<file path="config.mk">
export PLATFORM = sky130hd
export DESIGN_NAME = sha256_hash_engine_core
export DESIGN_NICKNAME = d
export VERILOG_FILES = /design/src/design/sha256_pkg.sv /design/src/design/sha256_ctrl.sv /design/src/design/sha256_dpath.sv /design/src/design/sha256_hash_engine_core.sv
export SDC_FILE = /design/constraint.sdc
export NUM_CORES = 2
export LEC_CHECK = 0
export CAP_MARGIN = 20
export CORE_ASPECT_RATIO = 1.5
export CORE_MARGIN = 2
export CORE_UTILIZATION = 46
export DETAILED_ROUTE_END_ITERATION = 12
export DONT_BUFFER_PORTS = 1
export PLACE_DENSITY = 0.66
export SYNTH_ARGS = -nofsm -noshare
export SYNTH_HDL_FRONTEND = slang
export SYNTH_SLANG_ARGS = --single-unit
</file>
<file path="constraint.sdc">
create_clock -name clk_i -period 30.6 [get_ports clk_i]
set_clock_uncertainty 0.15 [all_clocks]
set_input_delay 6.12 -clock clk_i [delete_from_list [all_inputs] [get_ports clk_i]]
set_output_delay 6.12 -clock clk_i [all_outputs]
set_load 0.02 [all_outputs]
</file>
<file path="src/design/sha256_pkg.sv">
// shared types, constants and the rotate function for the sha-256 engine
`timescale 1ns / 1ps
package sha256_pkg;

  localparam int unsigned WordW   = 32;
  localparam int unsigned Rounds  = 64;
  localparam int unsigned BlkWds  = 16;
  localparam int unsigned DgstWds = 8;

  typedef enum logic [2:0] {
    ST_IDLE,
    ST_LOAD,
    ST_ROUND,
    ST_FOLD,
    ST_PAD,
    ST_EMIT
  } ctrl_state_e;

  // controller to datapath
  typedef struct packed {
    logic       absorb;      // take the accepted request's bytes
    logic       pad_first;   // start of padding: append 0x80
    logic       pad_zero;    // write one zero word
    logic       pad_len;     // write length word pair (two steps)
    logic       load;        // copy chain and block into working regs
    logic       round;       // run one round
    logic       fold;        // add working vars into chain
    logic       reinit;      // restore initial values
    logic [2:0] emit_idx;
  } sha_cmd_t;

  // datapath to controller
  typedef struct packed {
    logic       block_full;
    logic [5:0] fill;
    logic       last_round;
  } sha_status_t;

  localparam logic [31:0] KTab [Rounds] = '{
    32'h428a2f98, 32'h71374491, 32'hb5c0fbcf, 32'he9b5dba5, 32'h3956c25b, 32'h59f111f1,
    32'h923f82a4, 32'hab1c5ed5, 32'hd807aa98, 32'h12835b01, 32'h243185be, 32'h550c7dc3,
    32'h72be5d74, 32'h80deb1fe, 32'h9bdc06a7, 32'hc19bf174, 32'he49b69c1, 32'hefbe4786,
    32'h0fc19dc6, 32'h240ca1cc, 32'h2de92c6f, 32'h4a7484aa, 32'h5cb0a9dc, 32'h76f988da,
    32'h983e5152, 32'ha831c66d, 32'hb00327c8, 32'hbf597fc7, 32'hc6e00bf3, 32'hd5a79147,
    32'h06ca6351, 32'h14292967, 32'h27b70a85, 32'h2e1b2138, 32'h4d2c6dfc, 32'h53380d13,
    32'h650a7354, 32'h766a0abb, 32'h81c2c92e, 32'h92722c85, 32'ha2bfe8a1, 32'ha81a664b,
    32'hc24b8b70, 32'hc76c51a3, 32'hd192e819, 32'hd6990624, 32'hf40e3585, 32'h106aa070,
    32'h19a4c116, 32'h1e376c08, 32'h2748774c, 32'h34b0bcb5, 32'h391c0cb3, 32'h4ed8aa4a,
    32'h5b9cca4f, 32'h682e6ff3, 32'h748f82ee, 32'h78a5636f, 32'h84c87814, 32'h8cc70208,
    32'h90befffa, 32'ha4506ceb, 32'hbef9a3f7, 32'hc67178f2
  };

  localparam logic [31:0] HInit [DgstWds] = '{
    32'h6a09e667, 32'hbb67ae85, 32'h3c6ef372, 32'ha54ff53a,
    32'h510e527f, 32'h9b05688c, 32'h1f83d9ab, 32'h5be0cd19
  };

  function automatic logic [31:0] rotr(input logic [31:0] v, input int unsigned s);
    rotr = (v >> s) | (v << (WordW - s));
  endfunction

endpackage

</file>
<file path="src/design/sha256_ctrl.sv">
// controller state machine for the sha-256 engine
`timescale 1ns / 1ps
module sha256_ctrl (
  input  logic                    clk_i,
  input  logic                    rst_ni,
  input  logic                    in_valid_i,
  output logic                    in_ready_o,
  input  logic [2:0]              byte_count_i,
  input  logic                    end_of_message_i,
  output logic                    out_valid_o,
  input  logic                    out_ready_i,
  output sha256_pkg::sha_cmd_t    cmd_o,
  input  sha256_pkg::sha_status_t stat_i
);
  import sha256_pkg::*;

  ctrl_state_e state_q, state_d;
  logic        fin_q, fin_d;      // padding in progress
  logic [1:0]  pstep_q, pstep_d;  // 0 marker due, 1 zeros, 2 length hi, 3 length lo
  logic [2:0]  eidx_q, eidx_d;
  logic        acc;
  logic [2:0]  cnt_c;
  logic [6:0]  sum_c;
  logic        blk_done;          // accepted request completes the block

  assign acc      = in_valid_i && in_ready_o;
  assign cnt_c    = (byte_count_i > 3'd4) ? 3'd4 : byte_count_i;
  assign sum_c    = {1'b0, stat_i.fill} + {4'd0, cnt_c};
  assign blk_done = sum_c[6];

  always_comb begin
    state_d = state_q;
    fin_d   = fin_q;
    pstep_d = pstep_q;
    eidx_d  = eidx_q;
    unique case (state_q)
      ST_IDLE: begin
        if (acc) begin
          if (blk_done) begin
            state_d = ST_LOAD;
            fin_d   = end_of_message_i;
            pstep_d = 2'd0;
          end else if (end_of_message_i) begin
            state_d = ST_PAD;
            fin_d   = 1'b1;
            pstep_d = 2'd0;
          end
        end
      end
      ST_LOAD:  state_d = ST_ROUND;
      ST_ROUND: if (stat_i.last_round) state_d = ST_FOLD;
      ST_FOLD: begin
        if (!fin_q) state_d = ST_IDLE;
        else if (pstep_q == 2'd3) begin
          state_d = ST_EMIT;
          eidx_d  = 3'd0;
        end else state_d = ST_PAD;
      end
      ST_PAD: begin
        if (pstep_q == 2'd0) pstep_d = 2'd1;
        else if (pstep_q == 2'd1) begin
          if (stat_i.fill == 6'd56) pstep_d = 2'd2;
        end else if (pstep_q == 2'd2) pstep_d = 2'd3;
        if (stat_i.block_full) state_d = ST_LOAD;
      end
      ST_EMIT: begin
        if (out_ready_i) begin
          eidx_d = eidx_q + 3'd1;
          if (eidx_q == 3'd7) begin
            state_d = ST_IDLE;
            fin_d   = 1'b0;
          end
        end
      end
      default: state_d = ST_IDLE;
    endcase
  end

  always_comb begin
    cmd_o       = '0;
    in_ready_o  = 1'b0;
    out_valid_o = 1'b0;
    cmd_o.emit_idx = eidx_q;
    unique case (state_q)
      ST_IDLE: begin
        in_ready_o   = 1'b1;
        cmd_o.absorb = acc;
      end
      ST_LOAD:  cmd_o.load  = 1'b1;
      ST_ROUND: cmd_o.round = 1'b1;
      ST_FOLD:  cmd_o.fold  = 1'b1;
      ST_PAD: begin
        if (!stat_i.block_full) begin
          case (pstep_q)
            2'd0:    cmd_o.pad_first = 1'b1;
            2'd1:    cmd_o.pad_zero  = (stat_i.fill != 6'd56);
            default: cmd_o.pad_len   = 1'b1;
          endcase
        end
      end
      ST_EMIT: begin
        out_valid_o  = 1'b1;
        cmd_o.reinit = out_ready_i && (eidx_q == 3'd7);
      end
      default: ;
    endcase
  end

  always_ff @(posedge clk_i or negedge rst_ni) begin
    if (!rst_ni) begin
      state_q <= ST_IDLE;
      fin_q   <= 1'b0;
      pstep_q <= 2'd0;
      eidx_q  <= 3'd0;
    end else begin
      state_q <= state_d;
      fin_q   <= fin_d;
      pstep_q <= pstep_d;
      eidx_q  <= eidx_d;
    end
  end

endmodule

</file>
<file path="src/design/sha256_dpath.sv">
// block buffer, message schedule and round datapath for the sha-256 engine
`timescale 1ns / 1ps
module sha256_dpath (
  input  logic                    clk_i,
  input  logic                    rst_ni,
  input  logic [31:0]             data_word_i,
  input  logic [2:0]              byte_count_i,
  input  sha256_pkg::sha_cmd_t    cmd_i,
  output sha256_pkg::sha_status_t stat_o,
  output logic [31:0]             digest_word_o
);
  import sha256_pkg::*;

  logic [31:0] blk_q [BlkWds];
  logic [31:0] w_q   [BlkWds];
  logic [31:0] v_q   [8];
  logic [31:0] h_q   [DgstWds];
  logic [5:0]  fill_q;
  logic        full_q;       // 64 bytes held, compression pending
  logic [63:0] mlen_q;
  logic [5:0]  rnd_q;
  logic        pad_hi_q;     // next length word is the high half
  logic [31:0] spill_q;      // bytes past the end of a full block
  logic        spill_pend_q; // spill_q goes to word 0 once the block is loaded

  logic [2:0]  cnt;
  logic [6:0]  newfill;
  logic [31:0] wcur, wnext, s0w, s1w, t1, t2, bs0, bs1, ch, maj;
  logic [63:0] bits;

  assign cnt  = (byte_count_i > 3'd4) ? 3'd4 : byte_count_i;
  assign bits = {mlen_q[60:0], 3'b000};

  // schedule word for this round: window shifts left each round
  assign s0w   = rotr(w_q[1], 7) ^ rotr(w_q[1], 18) ^ (w_q[1] >> 3);
  assign s1w   = rotr(w_q[14], 17) ^ rotr(w_q[14], 19) ^ (w_q[14] >> 10);
  assign wnext = w_q[0] + s0w + w_q[9] + s1w;
  assign wcur  = w_q[0];

  assign bs0 = rotr(v_q[0], 2) ^ rotr(v_q[0], 13) ^ rotr(v_q[0], 22);
  assign bs1 = rotr(v_q[4], 6) ^ rotr(v_q[4], 11) ^ rotr(v_q[4], 25);
  assign maj = (v_q[0] & v_q[1]) ^ (v_q[0] & v_q[2]) ^ (v_q[1] & v_q[2]);
  assign ch  = (v_q[4] & v_q[5]) ^ (~v_q[4] & v_q[6]);
  assign t1  = v_q[7] + bs1 + ch + KTab[rnd_q] + wcur;
  assign t2  = bs0 + maj;

  assign stat_o.block_full = full_q;
  assign stat_o.fill       = fill_q;
  assign stat_o.last_round = (rnd_q == 6'd63);
  assign digest_word_o     = h_q[cmd_i.emit_idx];

  // byte merge for absorb: whole or partial word at a byte offset
  logic [3:0]  wi;
  logic [1:0]  bo;
  logic [31:0] merged, cur;
  logic [2:0]  room, take, rest;
  logic [31:0] spill;

  always_comb begin
    wi     = fill_q[5:2];
    bo     = fill_q[1:0];
    cur    = (bo == 2'd0) ? 32'd0 : blk_q[wi];
    room   = 3'd4 - {1'b0, bo};
    take   = (cnt < room) ? cnt : room;
    rest   = cnt - take;
    merged = cur;
    spill  = 32'd0;
    for (int i = 0; i < 4; i++) begin
      if (i < int'(take)) merged[31-8*(int'(bo)+i) -: 8] = data_word_i[31-8*i -: 8];
      if (i < int'(rest)) spill[31-8*i -: 8] = data_word_i[31-8*(int'(take)+i) -: 8];
    end
    newfill = {1'b0, fill_q} + {4'd0, cnt};
  end

  always_ff @(posedge clk_i) begin
    if (cmd_i.absorb && cnt != 3'd0) begin
      blk_q[wi] <= merged;
      if (rest != 3'd0 && wi != 4'd15) blk_q[wi + 4'd1] <= spill;
    end
    if (cmd_i.absorb) spill_q <= spill;
    if (cmd_i.pad_first) begin
      blk_q[wi] <= (bo == 2'd0) ? 32'h8000_0000 : (blk_q[wi] | (32'h80 << (8 * (3 - bo))));
    end
    if (cmd_i.pad_zero) blk_q[wi] <= 32'd0;
    if (cmd_i.pad_len) blk_q[wi] <= pad_hi_q ? bits[63:32] : bits[31:0];
    if (cmd_i.load) begin
      for (int i = 0; i < BlkWds; i++) w_q[i] <= blk_q[i];
      for (int i = 0; i < 8; i++) v_q[i] <= h_q[i];
      if (spill_pend_q) blk_q[0] <= spill_q;
    end
    if (cmd_i.round) begin
      for (int i = 0; i < BlkWds - 1; i++) w_q[i] <= w_q[i+1];
      w_q[BlkWds-1] <= wnext;
      v_q[0] <= t1 + t2;
      v_q[1] <= v_q[0];
      v_q[2] <= v_q[1];
      v_q[3] <= v_q[2];
      v_q[4] <= v_q[3] + t1;
      v_q[5] <= v_q[4];
      v_q[6] <= v_q[5];
      v_q[7] <= v_q[6];
    end
  end

  always_ff @(posedge clk_i or negedge rst_ni) begin
    if (!rst_ni) begin
      for (int i = 0; i < DgstWds; i++) h_q[i] <= HInit[i];
      fill_q       <= '0;
      full_q       <= 1'b0;
      mlen_q       <= '0;
      rnd_q        <= '0;
      pad_hi_q     <= 1'b1;
      spill_pend_q <= 1'b0;
    end else begin
      if (cmd_i.absorb) begin
        mlen_q       <= mlen_q + {61'd0, cnt};
        fill_q       <= newfill[5:0];
        full_q       <= newfill[6];
        spill_pend_q <= (rest != 3'd0) && (wi == 4'd15);
      end
      // marker word and zero words both leave the fill on a word boundary
      if (cmd_i.pad_first || cmd_i.pad_zero) begin
        fill_q <= {fill_q[5:2] + 4'd1, 2'b00};
        full_q <= (fill_q[5:2] == 4'd15);
      end
      if (cmd_i.pad_len) begin
        pad_hi_q <= !pad_hi_q;
        fill_q   <= fill_q + 6'd4;
        full_q   <= !pad_hi_q;
      end
      if (cmd_i.load) begin
        rnd_q        <= '0;
        spill_pend_q <= 1'b0;
      end
      if (cmd_i.round) rnd_q <= rnd_q + 6'd1;
      if (cmd_i.fold) begin
        for (int i = 0; i < DgstWds; i++) h_q[i] <= h_q[i] + v_q[i];
        full_q <= 1'b0;
      end
      if (cmd_i.reinit) begin
        for (int i = 0; i < DgstWds; i++) h_q[i] <= HInit[i];
        fill_q   <= '0;
        mlen_q   <= '0;
        pad_hi_q <= 1'b1;
      end
    end
  end

endmodule

</file>
<file path="src/design/sha256_hash_engine_core.sv">
// top level of the streaming sha-256 engine
`timescale 1ns / 1ps
// streaming sha-256: each request carries up to four big-endian message bytes
// (counts above four act as four) and an end mark. a request that neither
// completes a block nor carries the end mark leaves input ready high; one that
// completes a 64-byte block holds input ready low through the load, 64 rounds
// through the single shared round unit and the fold into the chaining words. on
// the end mark the engine pads a word a cycle, pausing before the two length
// words and after each full padding block, compresses one or two more
// blocks, then presents the eight digest words, h0 first, one per accepted
// output request, and returns to the initial values for the next message
module sha256_hash_engine_core (
  input  logic        clk_i,
  input  logic        rst_ni,
  input  logic        in_valid_i,
  output logic        in_ready_o,
  input  logic [31:0] data_word_i,
  input  logic [2:0]  byte_count_i,
  input  logic        end_of_message_i,
  output logic        out_valid_o,
  input  logic        out_ready_i,
  output logic [31:0] digest_word_o,
  output logic [2:0]  word_index_o,
  output logic        last_word_o
);
  import sha256_pkg::*;

  sha_cmd_t    cmd;
  sha_status_t stat;

  // sequencing: absorb, padding, rounds and digest readout
  sha256_ctrl u_ctrl (
    .clk_i,
    .rst_ni,
    .in_valid_i,
    .in_ready_o,
    .byte_count_i,
    .end_of_message_i,
    .out_valid_o,
    .out_ready_i,
    .cmd_o  (cmd),
    .stat_i (stat)
  );

  // block buffer, schedule window, working variables and chaining words
  sha256_dpath u_dpath (
    .clk_i,
    .rst_ni,
    .data_word_i,
    .byte_count_i,
    .cmd_i         (cmd),
    .stat_o        (stat),
    .digest_word_o
  );

  assign word_index_o = cmd.emit_idx;
  assign last_word_o  = (cmd.emit_idx == 3'd7);

endmodule

</file>
==> results.txt <==
----------------------------------------------------
[Die]
  Initial Utilization ... 46.2%
  I/O pin cnt ... 78
  Chip Height ... 590 µm
  Die width ... 395 µm
  Core Region ... 0.228 mm²
  Number of placement rows ... 215
  Total Die Area ... 0.233 mm²

[Synthesis]
  Most instantiated flip-flop cell in the synthesis netlist ... edfxtp_1
  Post-Synthesis Mean Instance Area ... 9.93 µm²
  Number of distinct library cell variants in the gate-level netlist after synthesis ... 92
  Post-synthesis async set-or-reset flop share ... 20.6%
  Post-synth EDFFs ... 1312
  Most frequent cell after synthesis ... nand2_1
  Most frequent cells after synthesis ... nand2_1, edfxtp_1, o21ai_0, a21oi_1, nor2_1
  Flops & latches, synth ... 1653
  Top cell type by total area after synthesis ... edfxtp_1
  Seq/Total Area, Yosys ... 45.7%
  Yosys Warn Count ... 0
  Area fraction of the dominant cell type after synthesis ... 37.4%
  Gate count after technology mapping ... 10600
  Number of nets in the synthesized netlist ... 11300
  Most area-consuming cells after synthesis ... edfxtp_1, nand2_1, mux4_2
  Area of the mapped netlist ... 0.105 mm²

[Detailed routing]
  Iteration-0 DRC Markers ... 8847
  Drt pass-1 iters ... 7
  Via density per instance ... 6.16
  Post-detailed-route count of antenna-violating nets ... 0
  Total number of vias ... 83300
  Final routed DRC violation total ... 0
  Detailed-route wire length per cell ... 29.8 µm
  Post-detailed-routing wire length ... 402000 µm

[Worst setup path]
  Startpoint kind of the worst setup timing path ... flip-flop
  Type of the worst setup path ... flip-flop to flip-flop
  Worst Setup End Kind ... flip-flop
  Most frequent CP cell ... fa_1
  Critical-path maximum fanout ... 19
  Critical Path Slowest Stage Cell ... ha_1
  Worst EP required ... 31010 ps
  Biggest cell delay along the critical path ... 880 ps
  Arrival time at the worst endpoint ... 11680 ps

[Timing]
  Number of max-slew violations in the final report ... 245
  Worst slew margin relative to its limit ... -38.7%
  Final Hold Viols ... 0
  Fmax ... 0.0888 GHz
  Slew of the pin with the lowest slew margin ... 2080 ps
  Final Setup Violations ... 0
  Tcrit/Tclk final ... 36.8%
  Crit path time final ... 11260 ps
  Total negative setup slack ... 0 ps
  RSZ-0062 raised after global routing ... no

[Clocking]
  Number of buffers on the longest clock path ... 4
  Source-to-sink clock delay at the later pin of the worst-skew pair ... 860 ps
  CTS tree ... yes
  Clock input transition at the sequential cells of the worst setup and hold paths ... 70 ps
  Cell at the root of the clock tree ... clkbuf_16
  Setup bufs post-CTS ... 0
  Number of sinks driven by the clock tree ... 1653
  Level count of the clock H-tree ... 4
  TritonCTS Buffers ... 178
  Total of cells resized after clock tree synthesis ... 0
  Total of hold buffers inserted after clock tree synthesis ... 0

[Final layout]
  Fraction of final layout cells with drive strength greater than 1 ... 9.99%
  Area growth, synth to finish ... 8.52%
  Fill cells ... 20700
  Number of nets at the end of the flow ... 11000

[Global route]
  Maximum number of pins on one net before global-route repair ... 342
  First-pass GRT wire length ... 576000 µm
  Initial antenna violation count ... 11
  Number of global-route vias before repair ... 82200
  Sum of overflow across all layers after global routing ... 0
  Total global routing track utilization ... 33.9%

[Placed design]
  RD Place Congestion ... 1.02
  Half-perimeter wire length after detailed placement ... 293000 µm
  Port buffer count ... 0

[Flow run]
  Max-capacitance violation count ... 0

[Run status]
  Violations in the final reports ... max-slew violations
  Status ... complete, but fails checks

[Worst hold path]
  Worst min-delay path category ... flip-flop to flip-flop

----------------------------------------------------
layout by cell type (no fill, tap or decap), types with 41 or more instances in the layout:
master        n
nand2_1    2692
inv_1       333
ha_1        425
o21ai_0     607
nor2b_1      51
nand2b_1     69
nand3_1     173
edfxtp_1   1312
o21bai_1     49
a31oi_1      53
a211oi_1     60
fa_1        198
dfstp_2     137
clkinv_1     44
or3_1        45
mux2i_1     286
mux4_2      248
nor3_1      112
a21o_1      160
dfrtp_1     194
xor2_1      209
nor2_1      579
o21a_1       62
o211ai_1     46
o31ai_1      61
xnor2_1     398
and3_1       53
mux2_2       50
clkbuf_1     41
buf_4       197
clkbuf_16   181
a21oi_1     621
o21ai_1      78
per-stage QoR:
stage	cell area, µm²	instances	setup slack, ps	utilization [%]	hold slack [ps]
2_1_floorplan	105000	10600	13000	-	306
3_3_place_gp	108000	13200	18830	47.5	321
3_5_place_dp	109000	13200	18780	47.6	341
4_1_cts	114000	13500	19480	50.0	326
5_1_grt	114000	13500	18790	50.1	346
6_report	114000	13500	19340	50.1	322
final timing paths:
check	start	slack (ps)	to	cells past startpoint
min in group asynchronous	rst_ni	4900	u_dpath.mlen_q[6]$_DFFE_PN0P_	0
worst max-delay path	u_dpath.rnd_q[0]$_DFFE_PN0P_	19340	u_dpath.v_q[0][31]$_DFFE_PP_	35
worst min register to register	u_dpath.w_q[0][351]$_DFFE_PP_	320	u_dpath.w_q[0][319]$_DFFE_PP_	2
worst min-delay path	u_dpath.w_q[0][351]$_DFFE_PP_	320	u_dpath.w_q[0][319]$_DFFE_PP_	2
worst max register to register	u_dpath.rnd_q[0]$_DFFE_PN0P_	19340	u_dpath.v_q[0][31]$_DFFE_PP_	35
max in group asynchronous	rst_ni	23810	u_dpath.h_q[191]$_DFFE_PN0P_	0
area by class of cell:
type / count / area (µm²) / share of cell area (%)
clock buffers: 234 / 4850 / 4.24
flip-flops and latches: 1653 / 48100 / 42.1
clock inverters: 82 / 739 / 0.647
inverters: 350 / 1320 / 1.16
well taps: 3038 / 3800 / 3.33
diodes: 9 / 22.5 / 0.0197
multi-input cells: 7942 / 53600 / 46.9
repair buffers: 211 / 1750 / 1.54
layer usage:
| layer | GRT usage [%] | vias to the layer above | share of wire, % |
|---|---|---|---|
| li1 | - | 36900 | - |
| met1 | 36.4 | 41000 | 33 |
| met2 | 58.2 | 4219 | 49 |
| met3 | 5.35 | 1219 | 7.2 |
| met4 | 29.4 | 2 | 11 |
| met5 | 0 | - | 0.0032 |
worst max-delay path: cells and delay by family (launching register included):
| kind | cells | cell delay (ps) |
|---|---|---|
| compound gates | 15 | 4270 |
| fa+ha+maj | 7 | 3790 |
| simple gates | 6 | 1290 |
| buf+inv | 5 | 700 |
| xor+xnor | 2 | 420 |
| flops | 1 | 320 |
state kept, by name, indices dropped and copies added, names as in the netlist:
register and cells:
u_dpath.full_q 1, u_ctrl.eidx_q 3, u_dpath.h_q 256, u_dpath.v_q 256, u_dpath.rnd_q 6, u_dpath.fill_q 6, u_ctrl.pstep_q 2, u_dpath.blk_q 512
u_dpath.pad_hi_q 1, u_dpath.spill_pend_q 1, u_ctrl.state_q 3, u_dpath.mlen_q 61, u_dpath.spill_q 32, u_dpath.w_q 512, u_ctrl.fin_q 1
logic make-up after synthesis:
group | Yosys count | share of synthesized area [%]
adder cells (fa/ha/maj) | 649 | 9.06
multiplexers | 584 | 8.56
buffers and inverters | 1003 | 3.74
AND/OR/NAND/NOR | 3968 | 15.5
XOR/XNOR | 608 | 5.07
flip-flops | 1653 | 45.7
AO/OA/AOI/OAI | 2133 | 12.4
Power is not shown: default switching activity piles up to over one toggle a cycle in this logic, so the estimate is an artifact.
